==> config.mk <==
export PLATFORM = sky130hd
export DESIGN_NAME = tccw_front_flat
export DESIGN_NICKNAME = d
export VERILOG_FILES = /design/src/rtl/text_console_cell_writer_unit_macros.svh /design/src/rtl/tccw_pkg.sv /design/src/rtl/tccw_ifs.sv /design/src/rtl/tccw_front.sv /design/src/flat_wrapper.sv
export SDC_FILE = /design/constraint.sdc
export NUM_CORES = 1
export LEC_CHECK = 0
export BUFFER_PORTS_ARGS = -buffer_cell sky130_fd_sc_hd__buf_4
export CAP_MARGIN = 20
export CORE_MARGIN = 2
export CORE_UTILIZATION = 30
export DETAILED_ROUTE_END_ITERATION = 12
export GPL_TIMING_DRIVEN = 0
export PLACE_DENSITY = 0.67
export SYNTH_ARGS = -nofsm -noshare
export SYNTH_HDL_FRONTEND = slang
export SYNTH_SLANG_ARGS = --single-unit
==> constraint.sdc <==
create_clock -name vclk -period 7.9
set_input_delay 1.58 -clock vclk [all_inputs]
set_output_delay 1.58 -clock vclk [all_outputs]
set_load 0.02 [all_outputs]
==> src/rtl/text_console_cell_writer_unit_macros.svh <==
// Assertion macros shared by the console RTL
`ifndef TEXT_CONSOLE_CELL_WRITER_UNIT_MACROS_SVH
`define TEXT_CONSOLE_CELL_WRITER_UNIT_MACROS_SVH

// same-cycle implication, clocked on clk, off during reset
`define TCCW_ASSERT_NOW(lbl, ante, cons, msg) \
	lbl: assert property (@(posedge clk) disable iff (!arst_n) (ante) |-> (cons)) \
		else $error(msg);

// next-cycle implication
`define TCCW_ASSERT_NEXT(lbl, ante, cons, msg) \
	lbl: assert property (@(posedge clk) disable iff (!arst_n) (ante) |=> (cons)) \
		else $error(msg);

`endif

==> src/rtl/tccw_pkg.sv <==
// Package: field widths, character codes and command types of the console
`timescale 1ns / 1ps
package tccw_pkg;
	localparam int MODE_W = 2;
	localparam int CHAR_W = 8;
	localparam int ROW_W  = 5;
	localparam int COL_W  = 7;
	localparam int CELL_W = 16;

	localparam logic [MODE_W-1:0] MODE_PUT   = 2'd0;
	localparam logic [MODE_W-1:0] MODE_READ  = 2'd1;
	localparam logic [MODE_W-1:0] MODE_CLEAR = 2'd2;
	// spare code: no effect, cursor reported unchanged
	localparam logic [MODE_W-1:0] MODE_NONE  = 2'd3;

	localparam logic [CHAR_W-1:0] CH_BACKSPACE = 8'd8;
	localparam logic [CHAR_W-1:0] CH_NEWLINE   = 8'd10;
	localparam logic [CHAR_W-1:0] CH_RETURN    = 8'd13;
	localparam logic [CHAR_W-1:0] CH_SPACE     = 8'd32;

	localparam logic [7:0]        ATTR_RESET  = 8'd10;
	localparam logic [CELL_W-1:0] BLANK_RESET = {ATTR_RESET, CH_SPACE};

	// paddr[2] selects the register word
	localparam logic REG_TEXT_ATTR = 1'b0;

	typedef enum logic [2:0] {
		OP_PUT,
		OP_NEWLINE,
		OP_BACKSPACE,
		OP_RETURN,
		OP_READ,
		OP_CLEAR,
		OP_NOP
	} op_t;

	typedef struct packed {
		op_t              op;
		logic [CHAR_W-1:0] char_code;
	} cmd_t;
endpackage

==> src/rtl/tccw_ifs.sv <==
// Interfaces: command and response channels
`timescale 1ns / 1ps
interface tccw_in_if import tccw_pkg::*; ();
	logic              valid;
	logic              ready;
	logic [MODE_W-1:0] mode;
	logic [CHAR_W-1:0] char_code;
	logic [ROW_W-1:0]  cell_row;
	logic [COL_W-1:0]  cell_col;

	modport source(output valid, mode, char_code, cell_row, cell_col, input ready);
	modport sink(input valid, mode, char_code, cell_row, cell_col, output ready);
endinterface


==> src/rtl/tccw_front.sv <==
// Front end: takes command transfers, decodes them into back-end ops
`timescale 1ns / 1ps
module tccw_front import tccw_pkg::*; #(
	parameter int COLUMNS = 80,
	parameter int ROWS    = 25,
	parameter int AW      = 11
) (
	tccw_in_if.sink        cmd,
	input  logic           enable,
	input  logic           q_full,
	output logic           push,
	output cmd_t           push_cmd,
	output logic [AW-1:0]  push_addr
);
	logic in_range;

	assign cmd.ready = enable && !q_full;
	assign push      = cmd.valid && cmd.ready;
	assign in_range  = (32'(cmd.cell_row) < ROWS) && (32'(cmd.cell_col) < COLUMNS);
	assign push_addr = AW'(cmd.cell_row) * AW'(COLUMNS) + AW'(cmd.cell_col);

	always_comb begin
		push_cmd.char_code = cmd.char_code;
		unique case (cmd.mode)
			MODE_PUT: begin
				unique case (cmd.char_code)
					CH_NEWLINE:   push_cmd.op = OP_NEWLINE;
					CH_BACKSPACE: push_cmd.op = OP_BACKSPACE;
					CH_RETURN:    push_cmd.op = OP_RETURN;
					default:      push_cmd.op = OP_PUT;
				endcase
			end
			// out-of-range read returns zero with the cursor unchanged
			MODE_READ:  push_cmd.op = in_range ? OP_READ : OP_NOP;
			MODE_CLEAR: push_cmd.op = OP_CLEAR;
			default:    push_cmd.op = OP_NOP;
		endcase
	end
endmodule

==> src/flat_wrapper.sv <==
// flat-port wrapper written by rule: the top's interface ports become plain ports
module tccw_front_flat import tccw_pkg::*;
#(
	parameter int COLUMNS = 80,
	parameter int ROWS    = 25,
	parameter int AW      = 11
)
  (enable, q_full, push, push_cmd, push_addr, cmd_valid, cmd_mode, cmd_char_code, cmd_cell_row, cmd_cell_col, cmd_ready);
  tccw_in_if cmd_i ();
  input  logic enable;
  input  logic q_full;
  output logic push;
  output cmd_t push_cmd;
  output logic [AW-1:0] push_addr;
  input wire logic [$bits(cmd_i.valid)-1:0] cmd_valid;
  input wire logic [$bits(cmd_i.mode)-1:0] cmd_mode;
  input wire logic [$bits(cmd_i.char_code)-1:0] cmd_char_code;
  input wire logic [$bits(cmd_i.cell_row)-1:0] cmd_cell_row;
  input wire logic [$bits(cmd_i.cell_col)-1:0] cmd_cell_col;
  output wire logic [$bits(cmd_i.ready)-1:0] cmd_ready;
  assign cmd_i.valid = cmd_valid;
  assign cmd_i.mode = cmd_mode;
  assign cmd_i.char_code = cmd_char_code;
  assign cmd_i.cell_row = cmd_cell_row;
  assign cmd_i.cell_col = cmd_cell_col;
  assign cmd_ready = cmd_i.ready;
  tccw_front #(.COLUMNS(COLUMNS), .ROWS(ROWS), .AW(AW)) u_core (.cmd(cmd_i), .enable(enable), .q_full(q_full), .push(push), .push_cmd(push_cmd), .push_addr(push_addr));
endmodule
==> summary.txt <==
Final layout
  • Most common cell after layout, fill and taps aside: buf_4
  • Fraction of layout cells with a size suffix above 1: 0.580
  • Multi-input logic area: 365 um2
  • Final net count: 138
  • FFs & Latches: 0
  • Antenna fix cells: 0
  • Most frequent cells in the layout: buf_4, ha_1, xnor2_1
  • Fin area: 817 um2
  • Clock buf count: 0
  • Register area: 0 um2
  • Layout area overhead: 77.9%
  • FILL cells: 150
  • Finished Layout Cells: 116

Hold path
  • Min-Delay Endpoint: push_addr[2]
  • Worst Hold Class: input pin to output port
  • Hold Crit Depth: 2
  • Hold_sp: cmd_cell_col[2]

Pwr
  • Sw Pwr: 0.0375 mW
  • Total power divided by cell area: 93.8 mW/mm2
  • Worst VDD drop: 0.0000495 V
  • Share of power burned in registers: 0
  • Leakage: 0.452 nW
  • Switch share: 0.490
  • Int Pwr: 0.0391 mW
  • Clock Power Share: 0
  • Logic pwr share: 1.000

Route
  • Via density: 4.52
  • Total iterations of the first detailed-routing run: 2
  • Routed WL: 1220 um
  • DRC viols: 0
  • Detailed-route via count: 524
  • Wirelength per Cell: 10.5 um
  • Antenna violation net count after detailed routing: 0
  • Initial DRC count: 3

GRT
  • GRT Resource Usage Total: 0.135
  • Pin count of the biggest net entering global routing: 5
  • Initial antenna violation count: 0
  • Vias in the first global route: 499
  • Global-route wire length before repair: 2060 um
  • Grt total ovfl: 0

Timing
  • Final min period: 5.06 ns
  • Setup TNS: 0 ns
  • Hold Slack: 3.36 ns
  • Crit share post-route: 0.641
  • Worst Tran Pin Value: 0.370 ns
  • RSZ-0062 raised after global routing: no
  • PnR worst setup slack: 2.84 ns
  • Max Slew Vio Count: 0
  • F_max: 198 MHz
  • Number of hold violations in the final report: 0
  • Normalized max-slew margin: 0.751
  • Setup-failing EPs final: 0

Place
  • RePlAce Congestion: 0.734
  • Cell count after placement: 116
  • DP Area: 817 um2
  • Post-DP HPWL: 1150 um
  • Worst slack, placed: 2.83 ns
  • I/O Buffers: 45

Synth
  • Syn Nets: 91
  • Yosys warnings: 0
  • Cells after Synth: 55
  • Synth top area share: 0.245
  • Cell Area, Synth: 459 um2
  • Sequential share of the synthesized area: 0
  • Synth cell types: 22
  • Syn Area/Cell: 8.35 um2
  • Yosys top cell by area: ha_1
  • Synth top area cells: ha_1, buf_4, xnor2_1

Floorplanning
  • Die area: 0.00186 mm2
  • Row cnt: 14
  • Initial Util: 0.312
  • Ports: 49
  • Die height: 43.1 um
  • Die width: 43.1 um
  • Core Area: 0.00147 mm2

Run
  • Max cap viols: 0

Critical path
  • Critical path class: input pin to output port
  • Critical Path AT: 3.48 ns
  • Setup crit end kind: output port
  • Worst Path Required: 6.32 ns
  • Startpoint types: input pin
  • Crit path max fanout: 4

Run status
  • Status: finished, final reports clean

Clock network
  • Setup Buffers After CTS: 0
  • Hold buffers post-CTS: 0
  • Post-cts sizing count: 0
[final cells by class]
class / count / area share
buffer: 12 / 0.110
multi-input combinational: 42 / 0.447
inverter: 1 / 0.00459
timing repair buffer: 45 / 0.413
tap: 16 / 0.0245
[cell usage after synthesis, types with 2 or more instances]
cell type  number
ha_1            9
o21ai_0         2
xor2_1          2
fa_1            2
buf_4          12
xnor2_1         6
a21o_1          3
nand2_1         2
a21oi_1         4
[cell families (layout without fill, tap and decap cells)]
family                   count (synthesis)  after routing  share of synthesized area
AND/OR/NAND/NOR                         12             12                      0.158
adder cells (fa/ha/maj)                 11             11                      0.332
buffers and inverters                   13             58                      0.204
AO/OA/AOI/OAI                           11             11                      0.153
XOR/XNOR                                 8              8                      0.153
[worst max-delay path, cell delays in order]
cell and delay [ns]:
buf_4 0.13, ha_1 0.29, ha_1 0.22, fa_1 0.38, xnor2_1 0.16, nand4b_1 0.20
xnor2_1 0.21, xnor2_1 0.15, buf_4 0.17
[stage by stage]
step | power (mW) | utilization
after global routing | 0.0835 | 0.555
after floorplan | 0.0451 | -
after global placement | 0.0766 | 0.555
after CTS | 0.0778 | 0.555
final | 0.0767 | 0.555
after detailed placement | 0.0775 | 0.555
[power by group through the flow]
stage	registers (mW)	logic [mW]	clock network, mW
CTS	0	0.0778	0
global placement	0	0.0766	0
finish	0	0.0767	0
detailed placement	0	0.0775	0
global route	0	0.0835	0
floorplan	0	0.0451	0
[routing by layer]
layer	wire length, um	track usage
met5	0	0
met3	152	0.0213
met2	609	0.260
met1	458	0.164
met4	0	0
[worst max path at each step]
stage / from / endpoint / slack [ns] / cells past startpoint
global placement: cmd_cell_row[1] / push_addr[10] / 2.85 / 9
finish: cmd_cell_row[1] / push_addr[10] / 2.84 / 9
detailed placement: cmd_cell_row[1] / push_addr[10] / 2.83 / 9
floorplan: cmd_cell_row[1] / push_addr[10] / 3.01 / 7
CTS: cmd_cell_row[1] / push_addr[10] / 2.82 / 9
global route: cmd_cell_row[1] / push_addr[10] / 2.70 / 9
(Power assumes the default switching activity.)
