File: config.mk
export PLATFORM = sky130hd
export DESIGN_NAME = tccw_queue
export DESIGN_NICKNAME = d
export VERILOG_FILES = /design/src/rtl/tccw_queue.sv
export VERILOG_INCLUDE_DIRS = /design/src /design/src/rtl
export SDC_FILE = /design/constraint.sdc
export NUM_CORES = 1
export LEC_CHECK = 0
export BUFFER_PORTS_ARGS = -buffer_cell sky130_fd_sc_hd__buf_2
export CORE_MARGIN = 8
export CORE_UTILIZATION = 50
export DETAILED_ROUTE_END_ITERATION = 10
export GPL_ROUTABILITY_DRIVEN = 0
export HOLD_SLACK_MARGIN = 0.12
export MAX_ROUTING_LAYER = met4
export PLACE_DENSITY = 0.78
export SYNTH_ARGS = -nofsm -noshare
export SYNTH_HDL_FRONTEND = slang
export SYNTH_SLANG_ARGS = --single-unit
File: constraint.sdc
create_clock -name clk -period 2.5 [get_ports clk]
set_input_delay 0.5 -clock clk [delete_from_list [all_inputs] [get_ports clk]]
set_output_delay 0.5 -clock clk [all_outputs]
set_load 0.03 [all_outputs]
File: src/rtl/text_console_cell_writer_unit_macros.svh
// Assertion macros shared by the console RTL
`ifndef TEXT_CONSOLE_CELL_WRITER_UNIT_MACROS_SVH
`define TEXT_CONSOLE_CELL_WRITER_UNIT_MACROS_SVH

// same-cycle implication, clocked on clk, off during reset
`define TCCW_ASSERT_NOW(lbl, ante, cons, msg) \
	lbl: assert property (@(posedge clk) disable iff (!arst_n) (ante) |-> (cons)) \
		else $error(msg);

// next-cycle implication
`define TCCW_ASSERT_NEXT(lbl, ante, cons, msg) \
	lbl: assert property (@(posedge clk) disable iff (!arst_n) (ante) |=> (cons)) \
		else $error(msg);

`endif

File: src/rtl/tccw_queue.sv
// Two-entry queue between front and back ends
`timescale 1ns / 1ps
`include "text_console_cell_writer_unit_macros.svh"
module tccw_queue #(
	parameter int DW = 22
) (
	input  logic          clk,
	input  logic          arst_n,
	input  logic          push,
	input  logic [DW-1:0] push_data,
	output logic          full,
	input  logic          pop,
	output logic          valid,
	output logic [DW-1:0] pop_data
);
	logic [DW-1:0] ent_q [2];
	logic          wr_ptr_q;
	logic          rd_ptr_q;
	logic [1:0]    count_q;

	assign full     = count_q == 2'd2;
	assign valid    = count_q != 2'd0;
	assign pop_data = ent_q[rd_ptr_q];

	always_ff @(posedge clk) begin
		if (push) ent_q[wr_ptr_q] <= push_data;
	end

	always_ff @(posedge clk or negedge arst_n) begin
		if (!arst_n) begin
			wr_ptr_q <= 1'b0;
			rd_ptr_q <= 1'b0;
			count_q  <= 2'd0;
		end else begin
			if (push) wr_ptr_q <= ~wr_ptr_q;
			if (pop)  rd_ptr_q <= ~rd_ptr_q;
			count_q <= count_q + 2'(push) - 2'(pop);
		end
	end

	`TCCW_ASSERT_NOW(a_q_count, 1'b1, count_q <= 2'd2, "queue count beyond depth")
	`TCCW_ASSERT_NEXT(a_q_fill, push && !pop && count_q == 2'd1, full, "queue did not fill")
	`TCCW_ASSERT_NOW(a_q_pop, pop, valid, "pop from empty queue")
endmodule

==> results of run 1 <==
final timing paths:
kind	startpoint	to	slack, ps
max	rd_ptr_q$_DFFE_PN0P_	pop_data[16]	380
min	push_data[15]	ent_q[1][15]$_DFFE_PP_	330
max reg2reg	wr_ptr_q$_DFFE_PN0P_	ent_q[0][1]$_DFFE_PP_	980
min reg2reg	rd_ptr_q$_DFFE_PN0P_	rd_ptr_q$_DFFE_PN0P_	480
max in group asynchronous	arst_n	wr_ptr_q$_DFFE_PN0P_	1920
min in group asynchronous	arst_n	rd_ptr_q$_DFFE_PN0P_	460
state kept, by name, summed over array words and instances (netlist names):
register,cells
count_q,2
ent_q,44
rd_ptr_q,1
wr_ptr_q,1
metrics by stage:
stage / utilization / cells / cell area [sq um] / power (W)
detailed placement: 0.618 / 179 / 2100 / 0.00215
floorplan: - / 83 / 1790 / 0.00189
CTS: 0.643 / 188 / 2180 / 0.00257
global route: 0.643 / 188 / 2180 / 0.00267
global placement: 0.618 / 179 / 2100 / 0.00212
finish: 0.643 / 188 / 2180 / 0.00255
cell families (layout without fill, tap and decap cells):
group | after synthesis | count (layout) | share of synthesized area
simple gates | 4 | 4 | 0.0140
fa+ha+maj | 2 | 2 | 0.0140
xor+xnor | 3 | 3 | 0.0231
flops | 48 | 48 | 0.794
mux | 22 | 22 | 0.138
buf+inv | 4 | 63 | 0.0168
layer usage:
| metal | wire length, microns | GRT usage | share of wire |
|---|---|---|---|
| met4 | 50 | 0.0512 | 0.017 |
| met3 | 265 | 0.0408 | 0.090 |
| met1 | 1240 | 0.122 | 0.42 |
| met2 | 1390 | 0.174 | 0.47 |
| met5 | 0 | - | 0 |
cell type report:
cell class | instances | area share
Clock buffer | 7 | 0.0207
Clock inverter | 1 | 0.0138
Inverter | 2 | 0.00344
Multi-Input combinational cell | 31 | 0.157
Sequential cell | 48 | 0.652
Tap cell | 46 | 0.0264
Timing Repair Buffer | 53 | 0.127
cells in the final DEF, fill, tap and decap left out:
master                          instances
sky130_fd_sc_hd__or2_2                  1
sky130_fd_sc_hd__xor3_1                 1
sky130_fd_sc_hd__xor2_1                 2
sky130_fd_sc_hd__clkbuf_4               5
sky130_fd_sc_hd__nor2b_1                1
sky130_fd_sc_hd__and2_1                 1
sky130_fd_sc_hd__nor2b_2                1
sky130_fd_sc_hd__edfxtp_1              44
sky130_fd_sc_hd__buf_4                  3
sky130_fd_sc_hd__buf_2                 49
sky130_fd_sc_hd__ha_1                   2
sky130_fd_sc_hd__mux2_2                22
sky130_fd_sc_hd__dlygate4sd3_1          1
sky130_fd_sc_hd__clkbuf_1               2
sky130_fd_sc_hd__dfrtp_1                4
sky130_fd_sc_hd__bufinv_16              1
sky130_fd_sc_hd__inv_1                  2
power groups by stage:
stage | registers (W) | clock network, W | logic [W]
finish | 0.00113 | 0.000433 | 0.000991
global route | 0.00114 | 0.000467 | 0.00106
detailed placement | 0.00114 | 0 | 0.00100
floorplan | 0.00114 | 0 | 0.000753
CTS | 0.00113 | 0.000439 | 0.00101
global placement | 0.00114 | 0 | 0.000989
==> metrics.sh, run 1 <==
TIMING_MAX_TRANSITION_VIOLATIONS_FINAL=0
CRITPATHSLOWESTCELL='sky130_fd_sc_hd__mux2_2'
PATH_CLK_SLEW_PS=130
MIN-DELAY-PATH-CLASS='input port to register'
HPWLAFTERDP_MICRONS=2120
POWER.DENSITY_CELL_AREA_nW_PER_UM2=1170
ROUTED_WIRELENGTH_MICRONS=2950
SYN_INST=83
PRECTSSETUPSLACK_PS=722
NUMBER_OF_ANTENNA_VIOLATIONS_AT_THE_FIRST_CHECK_IN_GLOBAL_ROUTING=0
GRT_USE_TOTAL=0.110
CORE.ROWCOUNT=21
RELSLEWSLACK=0.604
N_FILL_CELL=249
YS_TOP_CELLS_BY_COUNT='sky130_fd_sc_hd__edfxtp_1 (44), sky130_fd_sc_hd__mux2_2 (22), sky130_fd_sc_hd__dfrtp_1 (4)'
OUTCOME='completed'
INITIAL_CORE_UTIL=0.528
POSTLAYOUTSETUPSLACKWORST_PS=380
CORE_REGION_AREA_SQ_UM=3390
TIMING_WORST_SETUP_PATH_TYPE='register to output port'
NUMBER_OF_CTS_INSERTED_BUFFERS=5
WORST-PATH-MAX-FANOUT=22
TOTAL_SWITCHING_POWER_W=0.000899
MIN_PERIOD_PS=2120
MAXCAPVIOLCOUNT=0
CRIT_PATH_MAX_INCR_DELAY_PS=390
FLOORPLAN.DIE_AREA_SQ_UM=5750
GRT-OVFL-TOTAL=0
FIRSTDRTPASSITERS=4
COMBINED_AREA_OF_THE_MULTI_INPUT_LOGIC_CELLS_SQ_UM=342
DETAIL_ROUTE.ITER0.VIOLATIONS=36
STATIC-LEAKAGE-POWER_nW=0.858
GRT_MAX_DEGREE=23
CRITICAL_PATH.ENDPOINT_TYPE='output port'
NUM_VIAS=910
SYNTH_LARGEST_TYPE_AREA_FRACTION=0.738
HOLD_VIOLATIONS=0
SYNTHDOMINANTAREACELLTYPE='sky130_fd_sc_hd__edfxtp_1'
DETAIL_ROUTE.DRC_VIOLATIONS=0
HOLDPATHSTAGES=1
CTS_ROOT_BUF='sky130_fd_sc_hd__clkbuf_4'
FF_LATCH_AREA_SQ_UM=1420
WORST_EP_REQUIRED_TIME_PS=2000
BUFFER_PORTS.INSERTED=49
TRITONCTS='built'
SYNTH_NETS=111
REPORT.FINAL.SETUP_VIOL=0
CRIT_PATH_BUF_INV_COUNT=2
LAYOUT.NETS=169
POWER.SHARE.CLOCK=0.170
TIMING.CRITICAL_PATH.CELLS='buf_4 > mux2_2 > buf_2'
GRT_PASS1_WL_MICRONS=4320
GRT_PASS1_VIAS=990
LAYOUT-AREA-OVERHEAD-VS-SYNTH_PCT=21.8
YS_FF_LATCH=48
HOLD_WS_PS=326
WORSTSKEWPAIRLATENCY_PS=350
CTS.HOLD.BUFFERS_ADDED=1
CP-START-KIND='register'
TIMING_WORST_SLEW_PIN_VALUE_PS=591
SYNTH.CELL_AREA_SQ_UM=1790
ROUTEDWLPERCELL_MICRONS=15.7
POST_CTS_BUFFERS=0
MAX_FREQ_MHz=472
SYNTH.YOSYS.WARNINGS=0
SHARE_OF_FINAL_LAYOUT_STANDARD_CELLS_STRONGER_THAN_DRIVE_STRENGTH_1=0.577
NUMBER_OF_SYNTHESIZED_FLOPS_WITH_AN_ENABLE_PIN=44
SYNTH.YOSYS.SEQ_AREA_SHARE=0.794
CTSHTREEMAXLEVEL=2
DIEWIDTH_MICRONS=75.8
ASYNCSETRESETFLOPFRACSYNTH=0.0833
VIAS_PER_CELL=4.84
POST-ROUTE-PERIOD-UTIL=0.848
WORST_PATH_DOMINANT_CELL_FAMILY='buffers and inverters'
YOSYS_MOST_USED_DFF='sky130_fd_sc_hd__edfxtp_1'
MEAN_INSTANCE_SIZE_IN_THE_SYNTHESIZED_NETLIST_SQ_UM=21.6
CLOCK_PATH_BUFFERS=2
IOPINCOUNT=50
CTS_SINKS=48
POSTCTSRESIZEDCELLS=0
YOSYSMOSTFREQUENTCELL='sky130_fd_sc_hd__edfxtp_1'
WORST_IR_DROP_VDD_mV=0.722
ANTENNA_VIOLATING_NETS_POST_ROUTE=0
SKEW_PS=12.3
POWER.INTERNAL_W=0.00165
NETLIST_TOP_CELLS_AREA='sky130_fd_sc_hd__edfxtp_1 (74%), sky130_fd_sc_hd__mux2_2 (14%), sky130_fd_sc_hd__dfrtp_1 (5.6%), sky130_fd_sc_hd__ha_1 (1.4%), sky130_fd_sc_hd__xor3_1 (1.3%)'
SYNTH.DISTINCT_CELLS=11
SHARE_COMB_OF_TOTAL_POWER=0.389
P_SW_FRAC=0.353
DIE_HEIGHT_MICRONS=75.8
WORST_R2R_PATH_DEPTH=2
WORST_EP_ARRIVAL_TIME_PS=1620
TIMING.SETUP.TNS_PS=0
TIMING.CRITICAL_PATH.DEPTH=3
N_ANTENNA_CELL=0
RSZ0062_AT_GRT='false'
POWER.SHARE.SEQUENTIAL=0.441
Note: power is estimated with default switching activity, not from simulation.
==> run 2, diff against run 1 <==
Settings changed: ABC_AREA set to 1, CORE_UTILIZATION 50 to 52, PLACE_DENSITY 0.78 to 0.8.
Clock period 2.5 ns to 2.05 ns, I/O delays scaled along.
==> metrics.sh, run 2 <==
GRT_MAX_DEGREE=25
CORE_REGION_AREA_SQ_UM=3630
WORST_IR_DROP_VDD_mV=0.724
MAX_FREQ_MHz=572
HPWLAFTERDP_MICRONS=2520
SYNTH_NETS=168
RSZ0062_AT_GRT='false'
NUMBER_OF_SYNTHESIZED_FLOPS_WITH_AN_ENABLE_PIN=44
BUFFER_PORTS.INSERTED=49
SHARE_OF_FINAL_LAYOUT_STANDARD_CELLS_STRONGER_THAN_DRIVE_STRENGTH_1=0.417
NUMBER_OF_CTS_INSERTED_BUFFERS=5
POSTLAYOUTCOREUTIL=0.640
GRT_PASS1_VIAS=1168
ROUTEDWLPERCELL_MICRONS=13.3
TOP_REGS='ent_q (44), count_q (2)'
YOSYSMOSTFREQUENTCELL='sky130_fd_sc_hd__edfxtp_1'
FIRSTDRTPASSITERS=4
INITIAL_CORE_UTIL=0.539
WORST_EP_REQUIRED_TIME_PS=1640
FF2FF_SETUP_SLACK_PS=750
FLOORPLAN.DIE_AREA_SQ_UM=5990
GRT_PASS1_WL_MICRONS=5310
MIN_PERIOD_PS=1750
HOLDPATHSTAGES=1
DIE_HEIGHT_MICRONS=77.4
POST-ROUTE-PERIOD-UTIL=0.853
YS_FF_LATCH=48
SYN_INST=140
OUTCOME='completed'
LAYOUT.NETS=226
POST_CTS_BUFFERS=0
CORE.ROWCOUNT=22
WORST_R2R_PATH_DEPTH=2
REG_WITH_MOST_FFS='ent_q'
VIAS_PER_CELL=4.52
POSTPLACECELLAREA_SQ_UM=2230
DETAIL_ROUTE.ITER0.VIOLATIONS=90
FINAL_DESIGN_AREA_NO_FILL_SQ_UM=2320
TIMING_WORST_SLEW_PIN_VALUE_PS=370
CRITICAL_PATH.ENDPOINT_TYPE='output port'
MOST-COMMON-LAYOUT-CELLS='sky130_fd_sc_hd__buf_2 (49), sky130_fd_sc_hd__edfxtp_1 (44), sky130_fd_sc_hd__inv_1 (29)'
LARGEST_REG_FLOPS=44
ROUTED_WIRELENGTH_MICRONS=3280
REPORT.FINAL.SETUP_VIOL=0
SYNTH.DISTINCT_CELLS=14
YOSYS_MOST_USED_DFF='sky130_fd_sc_hd__edfxtp_1'
NUMBER_OF_ANTENNA_VIOLATIONS_AT_THE_FIRST_CHECK_IN_GLOBAL_ROUTING=0
SYNTH.YOSYS.SEQ_AREA_SHARE=0.726
ANTENNA_VIOLATING_NETS_POST_ROUTE=0
RELSLEWSLACK=0.753
GRT_USE_TOTAL=0.117
SYNTH_LARGEST_TYPE_AREA_FRACTION=0.675
SYNTH.CELL_AREA_SQ_UM=1960
HOLD_VIOLATIONS=0
CLOCK_PATH_BUFFERS=2
SKEW_PS=4.00
TIMING.SETUP.TNS_PS=0
TIMING.HOLD.WORST_ENDPOINT='ent_q[0][3]$_DFFE_PP_'
LAYOUT_COMMONEST_CELL='sky130_fd_sc_hd__buf_2'
TIMING_MAX_TRANSITION_VIOLATIONS_FINAL=0
PATH_CLK_SLEW_PS=80
MAXCAPVIOLCOUNT=0
WORST_R2R_STARTPOINT='wr_ptr_q$_DFFE_PN0P_'
DETAIL_ROUTE.DRC_VIOLATIONS=0
SYNTH.YOSYS.WARNINGS=0
IOPINCOUNT=50
DIEWIDTH_MICRONS=77.4
GRT-OVFL-TOTAL=0
TIMING_WORST_SETUP_PATH_TYPE='register to output port'
HOLDCRITSTARTPOINT='push_data[3]'
CTSHTREEMAXLEVEL=2
WORST_EP_ARRIVAL_TIME_PS=1340
WORST-PATH-MAX-FANOUT=21
CTS_SINKS=48
NETLIST_TOP_CELLS_AREA='sky130_fd_sc_hd__edfxtp_1 (67%), sky130_fd_sc_hd__o21ai_2 (8.5%), sky130_fd_sc_hd__inv_1 (5.6%), sky130_fd_sc_hd__nand2_1 (5.2%), sky130_fd_sc_hd__dfrtp_1 (5.1%)'
ASYNCSETRESETFLOPFRACSYNTH=0.0833
CTS_ROOT_BUF='sky130_fd_sc_hd__clkbuf_8'
LAYOUT-AREA-OVERHEAD-VS-SYNTH_PCT=18.7
MEAN_INSTANCE_SIZE_IN_THE_SYNTHESIZED_NETLIST_SQ_UM=14.0
WORSTSKEWPAIRLATENCY_PS=290
STATIC-LEAKAGE-POWER_nW=1.04
MIN-DELAY-PATH-CLASS='input port to register'
YS_TOP_CELLS_BY_COUNT='sky130_fd_sc_hd__edfxtp_1 (44), sky130_fd_sc_hd__inv_1 (29), sky130_fd_sc_hd__nand2_1 (27), sky130_fd_sc_hd__o21ai_2 (19), sky130_fd_sc_hd__dfrtp_1 (4)'
N_ANTENNA_CELL=0
NUM_VIAS=1117
CP-START-KIND='register'
CRITICAL_PATH.REG2REG.ENDPOINT='ent_q[0][17]$_DFFE_PP_'
TRITONCTS='built'
POWER.DENSITY_CELL_AREA_nW_PER_UM2=1450
SYNTHDOMINANTAREACELLTYPE='sky130_fd_sc_hd__edfxtp_1'
N_FILL_CELL=288
==> run 2: routing by layer <==
metal / vias up / track usage / part of all wire
met5: - / - / 0
met4: 0 / 0.0396 / 0.012
met3: 5 / 0.0461 / 0.050
met2: 26 / 0.197 / 0.54
met1: 500 / 0.121 / 0.40
li1: 586 / - / -
==> run 2: critical path, cell delays in order (launching register included) <==
cell	delay [ps]
sky130_fd_sc_hd__dfrtp_2	400
sky130_fd_sc_hd__buf_4	210
sky130_fd_sc_hd__o21ai_0	200
sky130_fd_sc_hd__buf_2	230
==> run 2: layout make-up <==
| class | instances | area [sq um] | share of cell area |
|---|---|---|---|
| inverters | 29 | 109 | 0.0468 |
| multi-input cells | 58 | 353 | 0.152 |
| well taps | 48 | 60.1 | 0.0258 |
| repair buffers | 56 | 300 | 0.129 |
| flip-flops and latches | 48 | 1420 | 0.612 |
| clock buffers | 7 | 76.3 | 0.0328 |
| clock inverters | 1 | 3.75 | 0.00161 |
==> run 2: report_power, final <==
part,internal [W],switching [W],leakage (nW)
clock,0.000237,0.000275,0.0399
sequential,0.00131,0.0000640,0.459
combinational,0.000423,0.00105,0.538
==> run 2: logic make-up after synthesis <==
| group | count (synthesis) | share of synthesized area |
|---|---|---|
| flops | 48 | 0.726 |
| buf+inv | 34 | 0.0952 |
| simple gates | 32 | 0.0645 |
| compound gates | 22 | 0.0926 |
| xor+xnor | 2 | 0.00895 |
| fa+ha+maj | 2 | 0.0128 |
==> run 2: metrics by stage <==
step	instances	setup slack, ps	power [W]	hold slack [ps]
CTS	247	269	0.00341	296
global placement	238	596	0.00285	222
floorplan	140	267	0.00260	114
global route	247	185	0.00356	290
detailed placement	238	575	0.00290	228
finish	247	301	0.00336	303
==> run 2: worst max-delay path by stage <==
stage / startpoint / to / cells after the start
2_1_floorplan: push / ent_q[0][0]$_DFFE_PP_ / 2
3_5_place_dp: push / ent_q[0][18]$_DFFE_PP_ / 4
4_1_cts: rd_ptr_q$_DFFE_PN0P_ / pop_data[18] / 4
5_1_grt: rd_ptr_q$_DFFE_PN0P_ / pop_data[11] / 4
3_3_place_gp: rd_ptr_q$_DFFE_PN0P_ / pop_data[2] / 3
6_report: rd_ptr_q$_DFFE_PN0P_ / pop_data[2] / 3
==> run 2: what timing repair did <==
item,4_1_cts,5_1_grt
resized for setup,0,0
hold buffers,1,0
endpoints found under the hold margin,4,0
==> run 3, diff against run 2 <==
Settings changed: CORE_ASPECT_RATIO set to 1.2.
==> metrics.sh, run 3 (synthesis gave the netlist of run 2 again) <==
GRT_MAX_DEGREE=24
WORST-PATH-MAX-FANOUT=23
ROUTED_WIRELENGTH_MICRONS=3430
INITIAL_CORE_UTIL=0.539
IOPINCOUNT=50
DIE_HEIGHT_MICRONS=83.2
GRT_USE_TOTAL=0.123
MAX_FREQ_MHz=570
POSTLAYOUTSETUPSLACKWORST_PS=295
MOST-COMMON-LAYOUT-CELLS='sky130_fd_sc_hd__buf_2 (49), sky130_fd_sc_hd__edfxtp_1 (44), sky130_fd_sc_hd__inv_1 (29)'
HOLD_WS_PS=298
WORST_EP_ARRIVAL_TIME_PS=1350
WORST_EP_REQUIRED_TIME_PS=1640
TIMING_WORST_SLEW_PIN_VALUE_PS=472
CTSHTREEMAXLEVEL=2
NUM_VIAS=1138
MIN_PERIOD_PS=1760
CRIT_PATH_BUF_INV_COUNT=2
GRT_PASS1_WL_MICRONS=5480
TIMING_WORST_SETUP_PATH_TYPE='register to output port'
N_ANTENNA_CELL=0
SHARE_OF_FINAL_LAYOUT_STANDARD_CELLS_STRONGER_THAN_DRIVE_STRENGTH_1=0.419
NUMBER_OF_CTS_INSERTED_BUFFERS=5
CORE.ROWCOUNT=24
DETAIL_ROUTE.DRC_VIOLATIONS=0
PRECTSSETUPSLACK_PS=500
VIAS_PER_CELL=4.55
DETAIL_ROUTE.ITER0.VIOLATIONS=40
HPWLAFTERDP_MICRONS=2680
POSTCTSRESIZEDCELLS=0
PATH_CLK_SLEW_PS=80
ANTENNA_VIOLATING_NETS_POST_ROUTE=0
SKEW_PS=3.28
OUTCOME='completed'
TIMING.SETUP.TNS_PS=0
WORSTSKEWPAIRLATENCY_PS=290
CTS.HOLD.BUFFERS_ADDED=1
TOP_REGS='ent_q (44), count_q (2)'
POWER_W=0.00338
FIRSTDRTPASSITERS=4
NUMBER_OF_ANTENNA_VIOLATIONS_AT_THE_FIRST_CHECK_IN_GLOBAL_ROUTING=0
LAYOUT_COMMONEST_CELL='sky130_fd_sc_hd__buf_2'
CLOCK_PATH_BUFFERS=2
FLOORPLAN.DIE_AREA_SQ_UM=5990
POST-ROUTE-PERIOD-UTIL=0.856
N_FILL_CELL=282
LARGEST_REG_FLOPS=44
POST_CTS_BUFFERS=0
TIMING_MAX_TRANSITION_VIOLATIONS_FINAL=0
WORST_PATH_DOMINANT_CELL_FAMILY='buffers and inverters'
REPORT.FINAL.SETUP_VIOL=0
GRT_PASS1_VIAS=1219
RELSLEWSLACK=0.685
TIMING.CRITICAL_PATH.CELLS='buf_4 > o21ai_0 > buf_2'
CRITPATHSLOWESTCELL='sky130_fd_sc_hd__dfrtp_2'
WORST_IR_DROP_VDD_mV=0.803
CTS_SINKS=48
ROUTEDWLPERCELL_MICRONS=13.7
MAXCAPVIOLCOUNT=0
RSZ0062_AT_GRT='false'
DPL.CELL_COUNT=241
GRT-OVFL-TOTAL=0
COMBINED_AREA_OF_THE_MULTI_INPUT_LOGIC_CELLS_SQ_UM=353
LAYOUT.NETS=225
TRITONCTS='built'
CRIT_PATH_MAX_INCR_DELAY_PS=410
DIEWIDTH_MICRONS=72.0
STATIC-LEAKAGE-POWER_nW=1.03
HOLD_VIOLATIONS=0
CORE_REGION_AREA_SQ_UM=3630
FF_LATCH_AREA_SQ_UM=1420
CP-START-KIND='register'
FINAL_CELL_COUNT_NO_FILL=250
LAYOUT-AREA-OVERHEAD-VS-SYNTH_PCT=18.8
BUFFER_PORTS.INSERTED=49
MIN-DELAY-PATH-CLASS='input port to register'
POWER.DENSITY_CELL_AREA_nW_PER_UM2=1450
CRITICAL_PATH.ENDPOINT_TYPE='output port'
CTS_ROOT_BUF='sky130_fd_sc_hd__clkbuf_8'
REG_WITH_MOST_FFS='ent_q'
## run 3: cell count changes in the layout (fill, tap and decap cells not counted)
cell and change:
sky130_fd_sc_hd__clkbuf_1 -1, sky130_fd_sc_hd__buf_4 -1, sky130_fd_sc_hd__clkinvlp_4 +1
## run 3: report_power, final
part / switching, W / internal [W]
clock: 0.000292 / 0.000237
combinational: 0.00106 / 0.000417
sequential: 0.0000655 / 0.00131
total: 0.00141 / 0.00196
## run 3: final cells by class
class / count / share of cell area
clock buffers: 6 / 0.0312
clock inverters: 2 / 0.00484
inverters: 29 / 0.0468
multi-input cells: 58 / 0.152
flip-flops and latches: 48 / 0.612
well taps: 52 / 0.0280
repair buffers: 55 / 0.126
## run 3: worst paths after layout
| path | from | to | slack, ps | cells past startpoint |
|---|---|---|---|---|
| setup / recovery | rd_ptr_q$_DFFE_PN0P_ | pop_data[1] | 290 | 3 |
| hold reg to reg | wr_ptr_q$_DFFE_PN0P_ | wr_ptr_q$_DFFE_PN0P_ | 520 | 1 |
| setup reg to reg | wr_ptr_q$_DFFE_PN0P_ | ent_q[0][2]$_DFFE_PP_ | 670 | 2 |
| hold / removal | push_data[9] | ent_q[0][9]$_DFFE_PP_ | 300 | 1 |
| min in group asynchronous | arst_n | count_q[0]$_DFF_PN0_ | 440 | 2 |
| max in group asynchronous | arst_n | rd_ptr_q$_DFFE_PN0P_ | 1480 | 2 |
## run 3: stage by stage
step                      area [sq um]  utilization
after floorplan                   1960            -
after global placement            2230        0.614
after detailed placement          2230        0.614
after CTS                         2330        0.640
after global routing              2330        0.640
final                             2330        0.640
## run 3: metal layers
layer / global-route usage / share of wire / vias to the layer above
met5: - / 0 / -
met2: 0.214 / 0.55 / 28
li1: - / - / 575
met3: 0.0385 / 0.049 / 8
met1: 0.117 / 0.38 / 527
met4: 0.0670 / 0.023 / 0
## run 3: worst register-to-register path: stages, from the launching register on
cell and delay (ps):
sky130_fd_sc_hd__dfrtp_1 420, sky130_fd_sc_hd__nor2_2 410, sky130_fd_sc_hd__buf_4 260
